File: config.mk
export PLATFORM = sky130hd
export DESIGN_NAME = http_chunked_body_decoder_top
export DESIGN_NICKNAME = d
export VERILOG_FILES = /design/src/hcbd_pkg.sv /design/src/hcbd_fifo.sv /design/src/hcbd_front.sv /design/src/hcbd_back.sv /design/src/http_chunked_body_decoder_top.sv
export SDC_FILE = /design/constraint.sdc
export NUM_CORES = 1
export LEC_CHECK = 0
export BUFFER_PORTS_ARGS = -buffer_cell sky130_fd_sc_hd__buf_2
export CORE_MARGIN = 4
export CORE_UTILIZATION = 35
export CTS_BUF_LIST = sky130_fd_sc_hd__clkbuf_4 sky130_fd_sc_hd__clkbuf_8 sky130_fd_sc_hd__clkbuf_16
export CTS_CLUSTER_DIAMETER = 60
export DETAILED_ROUTE_END_ITERATION = 16
export PLACE_DENSITY = 0.56
export SLEW_MARGIN = 20
export SYNTH_ARGS = -nofsm -noshare
export SYNTH_HDL_FRONTEND = slang
export SYNTH_HIERARCHICAL = 1
export SYNTH_SLANG_ARGS = --single-unit
File: constraint.sdc
create_clock -name clk_i -period 5.35 [get_ports clk_i]
set_input_delay 0.2675 -clock clk_i [delete_from_list [all_inputs] [get_ports clk_i]]
set_output_delay 0.2675 -clock clk_i [all_outputs]
set_load 0.005 [all_outputs]
File: src/hcbd_pkg.sv
package hcbd_pkg;

  // Default width of the chunk size and byte counter.
  localparam int unsigned CountBitsDef = 32;

  // Both internal queues hold two entries.
  localparam int unsigned QueueDepth   = 2;
  localparam int unsigned QueuePtrBits = 1;
  localparam int unsigned QueueCntBits = 2;

  // Characters with a framing meaning.
  localparam logic [7:0] CharLf    = 8'h0A;
  localparam logic [7:0] CharCr    = 8'h0D;
  localparam logic [7:0] CharSpace = 8'h20;
  localparam logic [7:0] CharTab   = 8'h09;

  // Class of one body byte, as the size line parser sees it.
  typedef enum logic [2:0] {
    CLS_LF    = 3'd0,
    CLS_CR    = 3'd1,
    CLS_BLANK = 3'd2,
    CLS_HEX   = 3'd3,
    CLS_OTHER = 3'd4
  } char_class_e;

  // One classified request, passed from the front part to the back part.
  typedef struct packed {
    logic        restart;
    char_class_e cls;
    logic [3:0]  digit;
    logic [7:0]  data;
  } cmd_t;

  // One result item.
  typedef struct packed {
    logic [7:0] payload_byte;
    logic       payload_valid;
    logic       body_end;
    logic       size_overflow;
  } result_t;

  // Decoder phase, one-hot.
  typedef enum logic [4:0] {
    PH_SIZE   = 5'b00001,
    PH_DATA   = 5'b00010,
    PH_TRAIL1 = 5'b00100,
    PH_TRAIL2 = 5'b01000,
    PH_DONE   = 5'b10000
  } phase_e;

endpackage

File: src/hcbd_fifo.sv
module hcbd_fifo #(
  parameter int unsigned Width = 8
) (
  input  logic             clk_i,
  input  logic             rst_ni,
  input  logic             wr_valid_i,
  input  logic [Width-1:0] wr_data_i,
  output logic             full_o,
  input  logic             rd_pop_i,
  output logic [Width-1:0] rd_data_o,
  output logic             empty_o
);

  logic [Width-1:0]                     mem_q [hcbd_pkg::QueueDepth];
  logic [hcbd_pkg::QueuePtrBits-1:0]    wr_ptr_q, wr_ptr_d;
  logic [hcbd_pkg::QueuePtrBits-1:0]    rd_ptr_q, rd_ptr_d;
  logic [hcbd_pkg::QueueCntBits-1:0]    cnt_q, cnt_d;
  logic                                 do_wr, do_rd;

  // Handshake decode.
  assign full_o  = (cnt_q == hcbd_pkg::QueueCntBits'(hcbd_pkg::QueueDepth));
  assign empty_o = (cnt_q == '0);
  assign do_wr   = wr_valid_i && !full_o;
  assign do_rd   = rd_pop_i && !empty_o;

  // Pointer and fill count update.
  always_comb begin
    wr_ptr_d = do_wr ? wr_ptr_q + 1'b1 : wr_ptr_q;
    rd_ptr_d = do_rd ? rd_ptr_q + 1'b1 : rd_ptr_q;
    cnt_d    = cnt_q;
    if (do_wr && !do_rd) begin
      cnt_d = cnt_q + 1'b1;
    end else if (!do_wr && do_rd) begin
      cnt_d = cnt_q - 1'b1;
    end
  end

  always_ff @(posedge clk_i or negedge rst_ni) begin
    if (!rst_ni) begin
      wr_ptr_q <= '0;
      rd_ptr_q <= '0;
      cnt_q    <= '0;
    end else begin
      wr_ptr_q <= wr_ptr_d;
      rd_ptr_q <= rd_ptr_d;
      cnt_q    <= cnt_d;
    end
  end

  // Entry storage.
  always_ff @(posedge clk_i) begin
    if (do_wr) begin
      mem_q[wr_ptr_q] <= wr_data_i;
    end
  end

  assign rd_data_o = mem_q[rd_ptr_q];

endmodule

File: src/hcbd_front.sv
module hcbd_front (
  input  logic              clk_i,
  input  logic              rst_ni,
  input  logic              push,
  output logic              full,
  input  logic              action_i,
  input  logic [7:0]        data_byte_i,
  input  logic              cmd_pop_i,
  output hcbd_pkg::cmd_t    cmd_o,
  output logic              cmd_empty_o
);

  hcbd_pkg::cmd_t cmd_in;
  logic [$bits(hcbd_pkg::cmd_t)-1:0] cmd_rd;

  // Classify the incoming byte for the size line parser.
  always_comb begin
    cmd_in.restart = action_i;
    cmd_in.data    = data_byte_i;
    cmd_in.digit   = '0;
    cmd_in.cls     = hcbd_pkg::CLS_OTHER;
    if (data_byte_i == hcbd_pkg::CharLf) begin
      cmd_in.cls = hcbd_pkg::CLS_LF;
    end else if (data_byte_i == hcbd_pkg::CharCr) begin
      cmd_in.cls = hcbd_pkg::CLS_CR;
    end else if (data_byte_i == hcbd_pkg::CharSpace || data_byte_i == hcbd_pkg::CharTab) begin
      cmd_in.cls = hcbd_pkg::CLS_BLANK;
    end else if (data_byte_i >= "0" && data_byte_i <= "9") begin
      cmd_in.cls   = hcbd_pkg::CLS_HEX;
      cmd_in.digit = 4'(data_byte_i - 8'("0"));
    end else if (data_byte_i >= "a" && data_byte_i <= "f") begin
      cmd_in.cls   = hcbd_pkg::CLS_HEX;
      cmd_in.digit = 4'(data_byte_i - 8'("a") + 8'd10);
    end else if (data_byte_i >= "A" && data_byte_i <= "F") begin
      cmd_in.cls   = hcbd_pkg::CLS_HEX;
      cmd_in.digit = 4'(data_byte_i - 8'("A") + 8'd10);
    end
  end

  // Short queue toward the back part.
  hcbd_fifo #(
    .Width($bits(hcbd_pkg::cmd_t))
  ) u_cmd_fifo (
    .clk_i      (clk_i),
    .rst_ni     (rst_ni),
    .wr_valid_i (push),
    .wr_data_i  (cmd_in),
    .full_o     (full),
    .rd_pop_i   (cmd_pop_i),
    .rd_data_o  (cmd_rd),
    .empty_o    (cmd_empty_o)
  );

  assign cmd_o = hcbd_pkg::cmd_t'(cmd_rd);

endmodule

File: src/hcbd_back.sv
module hcbd_back #(
  parameter int unsigned CountBits = hcbd_pkg::CountBitsDef
) (
  input  logic           clk_i,
  input  logic           rst_ni,
  input  hcbd_pkg::cmd_t cmd_i,
  input  logic           cmd_empty_i,
  output logic           cmd_pop_o,
  input  logic           pop,
  output logic           empty,
  output logic [7:0]     payload_byte_o,
  output logic           payload_valid_o,
  output logic           body_end_o,
  output logic           size_overflow_o
);

  hcbd_pkg::phase_e       phase_q, phase_d;
  logic [CountBits-1:0]   count_q, count_d;
  logic [CountBits-1:0]   count_dec;
  logic                   ended_q, ended_d;
  logic                   digit_q, digit_d;
  logic                   ovf_q, ovf_d;
  hcbd_pkg::result_t      res;
  logic [$bits(hcbd_pkg::result_t)-1:0] res_rd;
  hcbd_pkg::result_t      res_out;
  logic                   res_full;
  logic                   take;

  // A request is carried out when the result queue has room.
  assign take      = !cmd_empty_i && !res_full;
  assign cmd_pop_o = take;
  assign count_dec = (count_q == '0) ? '0 : count_q - 1'b1;

  // Decoder step.
  always_comb begin
    phase_d = phase_q;
    count_d = count_q;
    ended_d = ended_q;
    digit_d = digit_q;
    ovf_d   = ovf_q;
    res     = '0;
    if (cmd_i.restart) begin
      phase_d = hcbd_pkg::PH_SIZE;
      count_d = '0;
      ended_d = 1'b0;
      digit_d = 1'b0;
      ovf_d   = 1'b0;
    end else begin
      case (phase_q)
        hcbd_pkg::PH_SIZE: begin
          if (cmd_i.cls == hcbd_pkg::CLS_LF) begin
            res.size_overflow = ovf_q;
            if (count_q == '0) begin
              res.body_end = 1'b1;
              phase_d      = hcbd_pkg::PH_DONE;
            end else begin
              phase_d = hcbd_pkg::PH_DATA;
            end
            ended_d = 1'b0;
            digit_d = 1'b0;
            ovf_d   = 1'b0;
          end else if (cmd_i.cls == hcbd_pkg::CLS_CR || ended_q) begin
            // Dropped, or past the end of the number.
          end else if (!digit_q && cmd_i.cls == hcbd_pkg::CLS_BLANK) begin
            // Leading blank.
          end else if (cmd_i.cls == hcbd_pkg::CLS_HEX) begin
            // Accumulate a digit, saturating when the top nibble is in use.
            if (count_q[CountBits-1 -: 4] != '0) begin
              count_d = '1;
              ovf_d   = 1'b1;
            end else begin
              count_d = {count_q[CountBits-5:0], cmd_i.digit};
            end
            digit_d = 1'b1;
          end else begin
            ended_d = 1'b1;
          end
        end
        hcbd_pkg::PH_DATA: begin
          res.payload_byte  = cmd_i.data;
          res.payload_valid = 1'b1;
          count_d           = count_dec;
          if (count_dec == '0) begin
            phase_d = hcbd_pkg::PH_TRAIL1;
          end
        end
        hcbd_pkg::PH_TRAIL1: begin
          phase_d = hcbd_pkg::PH_TRAIL2;
        end
        hcbd_pkg::PH_TRAIL2: begin
          phase_d = hcbd_pkg::PH_SIZE;
          count_d = '0;
          ended_d = 1'b0;
          digit_d = 1'b0;
          ovf_d   = 1'b0;
        end
        default: begin
          // Done: bytes are ignored until a restart.
        end
      endcase
    end
  end

  always_ff @(posedge clk_i or negedge rst_ni) begin
    if (!rst_ni) begin
      phase_q <= hcbd_pkg::PH_SIZE;
      count_q <= '0;
      ended_q <= 1'b0;
      digit_q <= 1'b0;
      ovf_q   <= 1'b0;
    end else if (take) begin
      phase_q <= phase_d;
      count_q <= count_d;
      ended_q <= ended_d;
      digit_q <= digit_d;
      ovf_q   <= ovf_d;
    end
  end

  // Result queue toward the consumer.
  hcbd_fifo #(
    .Width($bits(hcbd_pkg::result_t))
  ) u_res_fifo (
    .clk_i      (clk_i),
    .rst_ni     (rst_ni),
    .wr_valid_i (take),
    .wr_data_i  (res),
    .full_o     (res_full),
    .rd_pop_i   (pop),
    .rd_data_o  (res_rd),
    .empty_o    (empty)
  );

  assign res_out         = hcbd_pkg::result_t'(res_rd);
  assign payload_byte_o  = res_out.payload_byte;
  assign payload_valid_o = res_out.payload_valid;
  assign body_end_o      = res_out.body_end;
  assign size_overflow_o = res_out.size_overflow;

  // A result never carries payload and the end of the body together.
  assert property (@(posedge clk_i) disable iff (!rst_ni)
    take |-> !(res.payload_valid && res.body_end))
    else $error("payload and body end in one result");

  // An overflow flag is reported only on the LF of a size line.
  assert property (@(posedge clk_i) disable iff (!rst_ni)
    (take && res.size_overflow) |->
      (phase_q == hcbd_pkg::PH_SIZE && cmd_i.cls == hcbd_pkg::CLS_LF && !cmd_i.restart))
    else $error("overflow flag outside a size line end");

  // A restart leaves a cleared parser expecting a size line.
  assert property (@(posedge clk_i) disable iff (!rst_ni)
    (take && cmd_i.restart) |=>
      (phase_q == hcbd_pkg::PH_SIZE && count_q == '0 && !ovf_q && !digit_q && !ended_q))
    else $error("restart did not clear the parser");

  // Once done, ordinary bytes give empty results and leave the phase alone.
  assert property (@(posedge clk_i) disable iff (!rst_ni)
    (take && !cmd_i.restart && phase_q == hcbd_pkg::PH_DONE) |->
      (res == '0 && phase_d == hcbd_pkg::PH_DONE))
    else $error("activity after end of body");

  // The payload countdown never runs out while still in the payload phase.
  assert property (@(posedge clk_i) disable iff (!rst_ni)
    (phase_q == hcbd_pkg::PH_DATA) |-> (count_q != '0))
    else $error("payload phase with zero count");

endmodule

File: src/http_chunked_body_decoder_top.sv
// Chunked body decoder: one byte request in, one result request out.
// Path: a pushed byte is written into the command queue, then the parser step writes its result into the result queue.
// Throughput: one byte per cycle while the consumer pops; a full result queue stalls the parser step in the back part.
// Two-entry queues sit between the input, parser and output, so each side stalls alone.
// Reset (rst_ni low, asynchronous) empties both queues and sets the parser to expect a size line.
module http_chunked_body_decoder_top #(
  parameter int unsigned CountBits = hcbd_pkg::CountBitsDef
) (
  input  logic       clk_i,
  input  logic       rst_ni,
  input  logic       push,
  output logic       full,
  input  logic       action_i,
  input  logic [7:0] data_byte_i,
  output logic       empty,
  input  logic       pop,
  output logic [7:0] payload_byte_o,
  output logic       payload_valid_o,
  output logic       body_end_o,
  output logic       size_overflow_o
);

  hcbd_pkg::cmd_t cmd;
  logic           cmd_empty;
  logic           cmd_pop;

  // Front part: classify each byte and queue it.
  hcbd_front u_front (
    .clk_i       (clk_i),
    .rst_ni      (rst_ni),
    .push        (push),
    .full        (full),
    .action_i    (action_i),
    .data_byte_i (data_byte_i),
    .cmd_pop_i   (cmd_pop),
    .cmd_o       (cmd),
    .cmd_empty_o (cmd_empty)
  );

  // Back part: framing state machine and result queue.
  hcbd_back #(
    .CountBits(CountBits)
  ) u_back (
    .clk_i           (clk_i),
    .rst_ni          (rst_ni),
    .cmd_i           (cmd),
    .cmd_empty_i     (cmd_empty),
    .cmd_pop_o       (cmd_pop),
    .pop             (pop),
    .empty           (empty),
    .payload_byte_o  (payload_byte_o),
    .payload_valid_o (payload_valid_o),
    .body_end_o      (body_end_o),
    .size_overflow_o (size_overflow_o)
  );

endmodule
-- Word-level counts from Yosys, hierarchy flattened
Memory sizes are Yosys's and may differ from the RTL's.
Cells that the tools add are included.
- bits in registers: 48
- bits in writable memories: 54
- memories kept: 2
- memory list (name ; depth ; width ; rd ports ; clocked after memory_dff ; wr ports ; RTL line ; RTL):
    u_front.u_cmd_fifo.mem_q ; 2 ; 16 ; 1 ; 0 ; 1 ; hcbd_fifo.sv:14 ; logic [Width-1:0] mem_q [hcbd_pkg::QueueDepth];
    u_back.u_res_fifo.mem_q ; 2 ; 11 ; 1 ; 0 ; 1 ; hcbd_fifo.sv:14 ;
- $add $sub $neg: 14
- magnitude comparators: 6
- equality and inequality tests: 24
- muxes and demuxes: 54
- reduce and logical (&&, ||, !) cells: 40
- operator list (operator ; count):
    32-bit 2-to-1 mux ; 7
    32-bit one-hot mux with 3 select lines ; 1
    32-bit logical NOT ; 2
    32-bit by 1-bit subtractor with 32-bit output (second input constant) ; 1
    8-bit by 4-bit == test with 1-bit output (second input constant) ; 3
    1-bit 2-to-1 mux ; 21
    7-bit 2-to-1 mux ; 3
    5-bit 2-to-1 mux ; 4
    5-bit one-hot mux with 4 select lines ; 1
    8-bit by 7-bit greater-or-equal comparator with 1-bit output (second input constant) ; 2
    8-bit by 7-bit <= comparator with 1-bit output (second input constant) ; 2
    1-bit logical AND ; 13
    2-bit 2-to-1 mux ; 6
    4-bit 2-to-1 mux ; 3
    4-bit by 3-bit != test with 1-bit output (second input constant) ; 3
    6-bit AND reduction ; 2
    4-bit by 1-bit subtractor with 4-bit output (second input constant) ; 3
    11-bit 2-to-1 mux ; 1
    5-bit AND reduction ; 2
    1-bit logical NOT ; 9
    3-bit 2-to-1 mux ; 3
    9-bit 2-to-1 mux ; 1
    3-bit by 2-bit != test with 1-bit output (second input constant) ; 3
    3-bit != test (second input constant) ; 3
    other kinds (24) ; 39

-- Depth between registers and ports, before layout
Gate-level depths: netlist of run 1.
- word-level depth: 8
- mapped depth: 12

-- Modules after synthesis
The synthesis of run 1 kept the hierarchy.
- by module, submodules not included (module ; instances ; cells an instance ; area an instance (um2)):
    hcbd_back ; 1 ; 450 ; 3438.3
    hcbd_fifo (u_front.u_cmd_fifo) ; 1 ; 69 ; 1402.6
    hcbd_fifo (u_back.u_res_fifo) ; 1 ; 53 ; 991.0
    hcbd_front ; 1 ; 39 ; 262.8

-- Worst setup path after synthesis of run 1
OpenSTA, ideal clock, no wires.
- path kind: register to register
- start point: register u_back.count_q[17]
- end point: register u_back.count_q[18]
- setup time: 0.122 ns
- data arrival time: 2.525 ns
- required time: 5.228 ns
- path slack: 2.703 ns
- cell stages (with the launch flop): 9
- buffers on the path: 2
- period minus slack after synthesis: 2.647 ns
- path through: dfrtp_1 or4_4 or4_4 or4_4 nand2b_2 buf_6 buf_6 o31ai_2 a32o_1
- cells in the longest elaborated chain, start to end: 4
- ends and longest elaborated chain (element ; RTL line ; RTL):
    start, declared ; hcbd_back.sv:18 ; logic [CountBits-1:0] count_q, count_d;
    start signal, assigned ; hcbd_back.sv:113 ; count_q <= count_d;
    32-bit by 1-bit subtractor with 32-bit output / 32-bit logical NOT (equally long branches) ; hcbd_back.sv:32 ; assign count_dec = (count_q == '0) ? '0 : count_q - 1'b1;
    32-bit 2-to-1 mux (*) ; hcbd_back.sv:32 ;
    32-bit one-hot mux with 3 select lines (*) ; hcbd_back.sv:49 ; case (phase_q)
    32-bit 2-to-1 mux (*) ; hcbd_back.sv:42 ; if (cmd_i.restart) begin
Mark *: on every way between the ends. The rest lies on a longest branch, timed or not.
A chain may end at the register's enable or synchronous reset.

==> impl_metrics.yaml, run 1 <==
synthesis:
  synth_warnings: 6
  syn_avg_cell_area_sq_um: 9.97
  synth_area_sq_mm: 0.00609
  async_flop_share: 0.471
  synth-seq-cells: 102
  syn_inst: 611
  synth_ff_type: "edfxtp_1"
  seq_area_frac_synth: 0.463
  ys_types: 84
  syn_nets: 631
  synth_enable_flop_cells: 54
final_layout:
  final_common_cell: "nor2_1"
  syn_to_final_growth_pct: 8.81
  drive_gt1_frac: 0.151
  stdcell_count: 841
  diodes: 0
  layout.nets: 636
  nFillCells: 1703
  final_cell_mix: "80 x nor2_1, 54 x edfxtp_1, 47 x dfrtp_1"
grt:
  grt_usage: 0.155
  grt_pass1_vias: 4697
  top_usage_layer: "met2"
  grt_max_degree: 49
  gr-usage-met3: 0.0273
  grt_overflow: 0
  antenna_found_initial: 0
  grt_use_met1: 0.225
  grt_pass1_wl_microns: 24900
  use_met2: 0.234
timing:
  rsz0062_at_grt: "false"
  slew_headroom: 0.283
  fin_crit_sh: 0.723
  tightest_slew_ps: 1070
  finalHoldViolations: 0
  finalSetupViolations: 0
  finalCriticalPeriod_ps: 3870
  fmax_ghz: 0.259
  tns_ps: 0
  finalClockSkew_ps: 9.45
  drv_slew: 0
status:
  status: "complete, no violations"
clocking:
  cts.path.max_buffers: 2
  clock_sinks: 102
  hold_buffers: 0
  cts_tree: "built"
  postCtsSetupBuffers: 0
  post_cts_resized: 0
  insertion_delay_ps: 350
  h-tree-depth: 3
  cts.clk_slew.worst_paths_ps: 70
  root_buffer: "clkbuf_16"
  cts_buffers: 9
drt:
  remaining_drc_errors: 0
  dr_total_vias: 4830
  firstDrtPassIters: 5
  ant_nets: 0
  drt-total-wl_microns: 15100
  avgRoutedWirePerCell_microns: 17.9
  vias_per_cell: 5.74
  first_iter_violations: 513
critical_path:
  worstPathRequired_ps: 5590
  cp_data_arrival_time_ps: 4110
  r2r_setup_slack_ps: 1480
  critPathCaptureType: "flop"
  cp-start-kind: "flop"
  crit_type: "flop to flop"
  critical_path.max_fanout: 29
floorplanning:
  core_area_sq_mm: 0.0168
  start_util: 0.362
  die_w_microns: 140
  io_pins: 26
  fp.dieArea_sq_mm: 0.0196
  die_y_microns: 140
  rows: 47
placed_design:
  gp_congestion: 0.877
  dp_cells: 825
  io_buffers: 25
  dp_hpwl_microns: 10300
power_and_ir_drop:
  peakVddDrop_uv: 216
  power_leakage_nw: 2.54
  powerDensity_mw_per_mm2: 653
  total_power_w: 0.00433
hold_path:
  min_path_type: "input pin to async pin"
run:
  cap_violations: 0
-- report_power, final --
group          switching [W]  internal (W)
Combinational        0.00137      0.000833
Sequential          0.000312       0.00117
Clock               0.000319      0.000331
-- metrics by stage --
stage               utilization  setup slack (ps)  area [sq um]  hold slack (ps)
detailed placement        0.377              1490          6340              431
floorplan                     -              2700          6090            -28.1
finish                    0.394              1480          6630             28.1
global route              0.394              1070          6630             81.1
global placement          0.377              1680          6340              422
CTS                       0.394              1490          6630             44.6
-- layer usage --
metal / vias up / wire (microns)
li1: 2295 / -
met1: 2326 / 7070
met2: 181 / 6850
met3: 28 / 859
met4: 0 / 306
met5: - / 0
-- cell usage after synthesis, types with 7 or more instances --
cell | count | share of area
o21ai_0 | 33 | 0.027
xnor2_1 | 11 | 0.016
dfrtp_1 | 47 | 0.19
mux2_2 | 8 | 0.015
and3_1 | 7 | 0.0072
o41ai_1 | 16 | 0.023
nor3_1 | 21 | 0.017
a21oi_1 | 27 | 0.022
clkbuf_1 | 23 | 0.014
nor4_1 | 14 | 0.014
edfxtp_1 | 54 | 0.27
mux2_4 | 9 | 0.022
nor2_1 | 80 | 0.049
or3_1 | 7 | 0.0072
nand3_1 | 13 | 0.011
nand2b_1 | 11 | 0.011
or2_2 | 7 | 0.0072
nand2_1 | 39 | 0.024
ha_1 | 7 | 0.014
xor2_1 | 11 | 0.016
inv_1 | 14 | 0.0086
o21ai_1 | 15 | 0.012
and2_1 | 9 | 0.0092
mux2_1 | 11 | 0.020
o31ai_1 | 14 | 0.017
-- path summary, 6_finish.rpt --
check                                                   startpoint                                         to  depth (start not counted)
max                        u_front/u_cmd_fifo/rd_ptr_q$_DFFE_PN0P_             u_back/count_q[31]$_DFFE_PN0P_                          7
min                                                         rst_ni             u_back/count_q[20]$_DFFE_PN0P_                          2
max reg2reg                u_front/u_cmd_fifo/rd_ptr_q$_DFFE_PN0P_             u_back/count_q[31]$_DFFE_PN0P_                          7
min reg2reg                u_front/u_cmd_fifo/wr_ptr_q$_DFFE_PN0P_    u_front/u_cmd_fifo/wr_ptr_q$_DFFE_PN0P_                          1
max in group asynchronous                                   rst_ni     u_back/u_res_fifo/cnt_q[0]$_DFFE_PN0P_                          2
min in group clk_i                                        action_i  u_front/u_cmd_fifo/mem_q[0][15]$_DFFE_PP_                          1
-- sequential cells by signal (all words and copies together), names as in the netlist --
| signal | flops |
|---|---|
| u_front/u_cmd_fifo/rd_ptr_q | 1 |
| u_back/ended_q | 1 |
| u_front/u_cmd_fifo/wr_ptr_q | 1 |
| u_back/u_res_fifo/cnt_q | 2 |
| u_back/u_res_fifo/mem_q | 22 |
| u_back/ovf_q | 1 |
| u_back/u_res_fifo/wr_ptr_q | 1 |
| u_back/digit_q | 1 |
| u_back/u_res_fifo/rd_ptr_q | 1 |
| u_back/phase_q | 5 |
| u_back/count_q | 32 |
| u_front/u_cmd_fifo/cnt_q | 2 |
| u_front/u_cmd_fifo/mem_q | 32 |
-- kinds of logic (layout without fill, tap and decap cells) --
family                     count (synthesis)  count (layout)  synth area share
and+or+nand+nor                          253             253             0.225
AOI/OAI and AO/OA                        148             148             0.166
DFF                                      102             102             0.463
buffers and inverters                     49              59            0.0392
muxes                                     30              30            0.0606
xor gates and xnor gates                  22              22            0.0316
adders and majority gates                  7               7            0.0144
-- critical path, cell delays in order, from the launching register on --
cell       delay (ps)
dfrtp_1           910
mux2_2            670
nor3_1            640
o31ai_1           180
nand3_1           580
buf_4             440
a2111oi_0         130
a21o_1            190
-- layout make-up --
cell class	count	area, sq um	share of cell area
clock inverters	7	67.6	0.0102
clock buffers	9	225	0.0340
repair buffers	29	155	0.0234
inverters	14	52.6	0.00792
flip-flops and latches	102	2820	0.426
multi-input cells	460	3030	0.457
well taps	220	275	0.0415
Power figures use the tool's default switching activity.
==> inputs of run 2 (changes only) <==
clock period = 4 ns   (was 5.35 ns; I/O delays follow)
==> impl_metrics.yaml, run 2 (synthesis gave the netlist of run 1 again) <==
grt:
  grt_pass1_wl_microns: 24600
  grt_overflow: 0
  grt_usage: 0.155
  grt_max_degree: 49
  grt_pass1_vias: 4665
  antenna_found_initial: 0
critical_path:
  max_stage_delay_ps: 530
  worstPathCellList: "inv_1, ha_1, nor2b_1, nand4_1, nor4_4, nor2_1, buf_4, nand2_1, o21ai_0, a22o_1"
  crit_type: "flop to flop"
  cp-start-kind: "flop"
  cp_data_arrival_time_ps: 3620
  critPathTopFamily: "simple AND/OR/NAND/NOR gates"
  slowest_stage: "nor4_4"
  critPathCaptureType: "flop"
  critical_path.max_fanout: 11
  worstPathRequired_ps: 4250
  crit_buf_inv: 2
timing:
  tns_ps: 0
  drv_slew: 0
  finalSetupViolations: 0
  holdWs_ps: 30.8
  fin_crit_sh: 0.842
  finalClockSkew_ps: 8.42
  fmax_ghz: 0.297
  rsz0062_at_grt: "false"
  finalCriticalPeriod_ps: 3370
  slew_headroom: 0.330
  finalHoldViolations: 0
  tightest_slew_ps: 1000
final_layout:
  ff_latch_area_sq_mm: 0.00282
  syn_to_final_growth_pct: 10.1
  final_cell_mix: "80 x nor2_1, 54 x edfxtp_1, 47 x dfrtp_1"
  drive_gt1_frac: 0.162
  diodes: 0
  layout.nets: 645
  top_regs: "u_back/count_q: 32 flops, u_front/u_cmd_fifo/mem_q: 32 flops, u_back/u_res_fifo/mem_q: 22 flops"
  final_common_cell: "nor2_1"
  multi_input_area_sq_mm: 0.00303
  stdcell_count: 850
  nFillCells: 1689
power_and_ir_drop:
  powerDensity_mw_per_mm2: 878
  pwr-share-seq: 0.329
  clock_power_share: 0.152
  power_frac_comb: 0.519
  power.switching_w: 0.00271
  switching_share: 0.460
  p_int_w: 0.00318
  power_leakage_nw: 2.59
  peakVddDrop_uv: 292
floorplanning:
  core_area_sq_mm: 0.0168
  fp.dieArea_sq_mm: 0.0196
  die_y_microns: 140
  rows: 47
  start_util: 0.362
  io_pins: 26
  die_w_microns: 140
drt:
  ant_nets: 0
  firstDrtPassIters: 5
  remaining_drc_errors: 0
  vias_per_cell: 5.73
  avgRoutedWirePerCell_microns: 17.6
  dr_total_vias: 4873
  drt-total-wl_microns: 15000
  first_iter_violations: 486
clocking:
  root_buffer: "clkbuf_16"
  insertion_delay_ps: 360
  cts.path.max_buffers: 2
  cts_buffers: 9
  h-tree-depth: 3
  cts.clk_slew.worst_paths_ps: 70
  postCtsSetupBuffers: 0
  cts_tree: "built"
  clock_sinks: 102
placed_design:
  io_buffers: 25
  gp_congestion: 0.865
  dp_cells: 833
  dp_hpwl_microns: 10300
status:
  status: "complete, no violations"
run:
  cap_violations: 0
hold_path:
  min_path_type: "input pin to flop"
==> run 2: changes by cell type in the layout (fill, tap and decap cells not counted) <==
cell / before / now
buf_4: 4 / 12
clkinv_2: 1 / 0
clkinv_8: 0 / 1
dlygate4sd3_1: 0 / 1
==> run 2: power groups by stage <==
stage                     clock (W)  combinational (W)  sequential, W
after floorplan                   0            0.00241        0.00177
after global placement            0            0.00298        0.00194
after detailed placement          0            0.00303        0.00196
after CTS                  0.000918            0.00305        0.00193
after global routing       0.000968            0.00339        0.00199
final                      0.000897            0.00306        0.00194
==> run 2: final cells by class <==
class / count / area share
Clock buffer: 9 / 0.0336
Clock inverter: 7 / 0.0117
Inverter: 14 / 0.00783
Multi-Input combinational cell: 460 / 0.452
Sequential cell: 102 / 0.421
Tap cell: 220 / 0.0410
Timing Repair Buffer: 38 / 0.0336
==> run 2: what timing repair did <==
| item | in CTS | in global routing |
|---|---|---|
| endpoints found under the hold margin | 47 | 0 |
| gates resized for setup | 0 | 0 |
| hold buffers | 1 | 0 |
==> run 2: final timing paths <==
check / start / cells past startpoint / slack, ps / to
setup reg to reg: u_back/count_q[0]$_DFFE_PN0P_ / 10 / 630 / u_back/count_q[15]$_DFFE_PN0P_
hold reg to reg: u_front/u_cmd_fifo/wr_ptr_q$_DFFE_PN0P_ / 1 / 490 / u_front/u_cmd_fifo/wr_ptr_q$_DFFE_PN0P_
setup / recovery: u_back/count_q[0]$_DFFE_PN0P_ / 10 / 630 / u_back/count_q[15]$_DFFE_PN0P_
min in group asynchronous: rst_ni / 3 / 490 / u_back/count_q[27]$_DFFE_PN0P_
max in group asynchronous: rst_ni / 3 / 3070 / u_front/u_cmd_fifo/wr_ptr_q$_DFFE_PN0P_
hold / removal: action_i / 1 / 30 / u_front/u_cmd_fifo/mem_q[0][15]$_DFFE_PP_
==> run 2: stage by stage <==
| step | power (W) | area (sq um) | setup slack (ps) | util |
|---|---|---|---|---|
| 2_1_floorplan | 0.00418 | 6090 | 1350 | - |
| 3_3_place_gp | 0.00492 | 6400 | 839 | 0.380 |
| 3_5_place_dp | 0.00499 | 6400 | 740 | 0.380 |
| 4_1_cts | 0.00590 | 6710 | 727 | 0.399 |
| 5_1_grt | 0.00634 | 6710 | 252 | 0.399 |
| 6_report | 0.00590 | 6710 | 632 | 0.399 |
==> run 2: per-layer routing <==
layer	global-route usage	wire length [microns]
met5	0	0
met4	0.0592	279
met3	0.0249	566
met2	0.236	6750
met1	0.221	7370
==> inputs of run 3 (changes only) <==
PLACE_DENSITY = 0.58   (was 0.56)
clock period = 2.8 ns   (was 4 ns; I/O delays follow)
==> impl_metrics.yaml, run 3 (synthesis gave the netlist of run 1 again) <==
critical_path:
  cp-start-kind: "flop"
  timing.critical_path.mode_cell: "or4_4"
  worstPathCellList: "or4_4, or4_4, or4_4, nand2b_4, buf_12, o31ai_1, a32o_1"
  cp_data_arrival_time_ps: 3000
  worstPathRequired_ps: 3050
  crit_type: "flop to flop"
  critPathTopFamily: "simple AND/OR/NAND/NOR gates"
  crit_start: "u_back/count_q[18]$_DFFE_PN0P_"
  slowest_stage: "or4_4"
  critical_path.max_fanout: 7
  crit_buf_inv: 1
  r2r_setup_slack_ps: 50
  critPathCaptureType: "flop"
  r2r-end: "u_back/count_q[11]$_DFFE_PN0P_"
  max_stage_delay_ps: 560
  r2r_start: "u_back/count_q[18]$_DFFE_PN0P_"
  crit_cells: 7
  reg2reg_depth: 7
drt:
  drt-total-wl_microns: 16100
  ant_nets: 0
  vias_per_cell: 5.74
  first_iter_violations: 633
  avgRoutedWirePerCell_microns: 17.7
  dr_total_vias: 5227
  firstDrtPassIters: 6
  remaining_drc_errors: 0
grt:
  antenna_found_initial: 0
  grt_pass1_wl_microns: 26600
  grt_usage: 0.165
  grt_max_degree: 32
  grt_overflow: 0
  grt_pass1_vias: 5197
clocking:
  cts.clk_slew.worst_paths_ps: 70
  cts.path.max_buffers: 2
  clock_sinks: 102
  insertion_delay_ps: 360
  cts_buffers: 9
  root_buffer: "clkbuf_16"
  cts_tree: "built"
  h-tree-depth: 3
run:
  cap_violations: 0
final_layout:
  final_cell_mix: "78 x nor2_1, 68 x buf_4, 54 x edfxtp_1"
  syn_to_final_growth_pct: 20.7
  fin_util: 0.437
  layout.nets: 706
  drive_gt1_frac: 0.260
  stdcell_area_sq_mm: 0.00736
  final_common_cell: "nor2_1"
  diodes: 0
  top_regs: "u_back/count_q: 32 flops, u_front/u_cmd_fifo/mem_q: 32 flops, u_back/u_res_fifo/mem_q: 22 flops"
timing:
  tns_ps: 0
  drv_slew: 0
  fin_crit_sh: 0.983
  slew_headroom: 0.483
  finalHoldViolations: 0
  tightest_slew_ps: 775
  finalCriticalPeriod_ps: 2750
  finalClockSkew_ps: 11.9
  rsz0062_at_grt: "true"
  setup_ws_ps: 46.4
  finalSetupViolations: 0
  fmax_ghz: 0.363
placed_design:
  place_ws_ps: 37.0
  dp_hpwl_microns: 11300
  io_buffers: 25
  post_dp_cell_area_sq_mm: 0.00678
  gp_congestion: 0.973
hold_path:
  min_path_type: "input pin to flop"
  hp-start: "data_byte_i[5]"
  whs_path_depth: 1
  whs_endpoint: "u_front/u_cmd_fifo/mem_q[0][5]$_DFFE_PP_"
floorplanning:
  fp.dieArea_sq_mm: 0.0196
  start_util: 0.362
  io_pins: 26
  die_y_microns: 140
  rows: 47
  core_area_sq_mm: 0.0168
  die_w_microns: 140
power_and_ir_drop:
  powerDensity_mw_per_mm2: 1260
  peakVddDrop_uv: 459
  total_power_w: 0.00930
  power_leakage_nw: 2.93
status:
  status: "complete, no violations"
run 3: worst reg2reg max path: cells and delay by family, from the launching register on:
kind	cells	cell delay, ps
flops	1	400
simple gates	4	1750
buf+inv	1	150
compound gates	2	340
run 3: cell type report:
class / count / area, sq um
clock buffers: 9 / 225
clock inverters: 7 / 70.1
fillers: 1614 / 9460
inverters: 14 / 52.6
multi-input cells: 460 / 3170
flip-flops and latches: 102 / 2830
well taps: 220 / 275
repair buffers: 99 / 737
run 3: what timing repair did:
action                                  in CTS  in global routing
hold endpoints to repair                    30                  0
pin swaps                                    0                 14
setup buffers                                0                  9
resized for setup                            1                 30
endpoints found under the setup margin       1                  8
gates cloned                                 0                  2
hold buffers                                 2                  0
run 3: metal layers:
metal	vias up	part of all wire	track usage
met4	0	0.021	0.0556
met2	167	0.48	0.263
met3	26	0.054	0.0372
met5	-	0	0
li1	2447	-	-
met1	2587	0.45	0.224
run 3: worst max path at each step:
stage	endpoint	slack, ps
2_1_floorplan	u_back/count_q[18]$_DFFE_PN0P_	150
3_3_place_gp	u_back/phase_q[1]$_DFFE_PN0P_	5
3_5_place_dp	u_back/phase_q[1]$_DFFE_PN0P_	40
4_1_cts	u_back/phase_q[1]$_DFFE_PN0P_	20
5_1_grt	u_back/count_q[18]$_DFFE_PN0P_	-20
6_report	u_back/count_q[11]$_DFFE_PN0P_	50
run 3: through the flow:
step / cells / hold WS, ps
after floorplan: 611 / -156
after global placement: 882 / 230
after detailed placement: 882 / 228
after CTS: 900 / 1.39
after global routing: 911 / 3.10
final: 911 / 14.4
run 3: where the power goes:
part	total (W)	switching (W)	internal (W)	leakage [nW]
logic	0.00542	0.00317	0.00226	1.67
clock network	0.00124	0.000614	0.000630	0.147
registers	0.00264	0.000398	0.00224	1.11
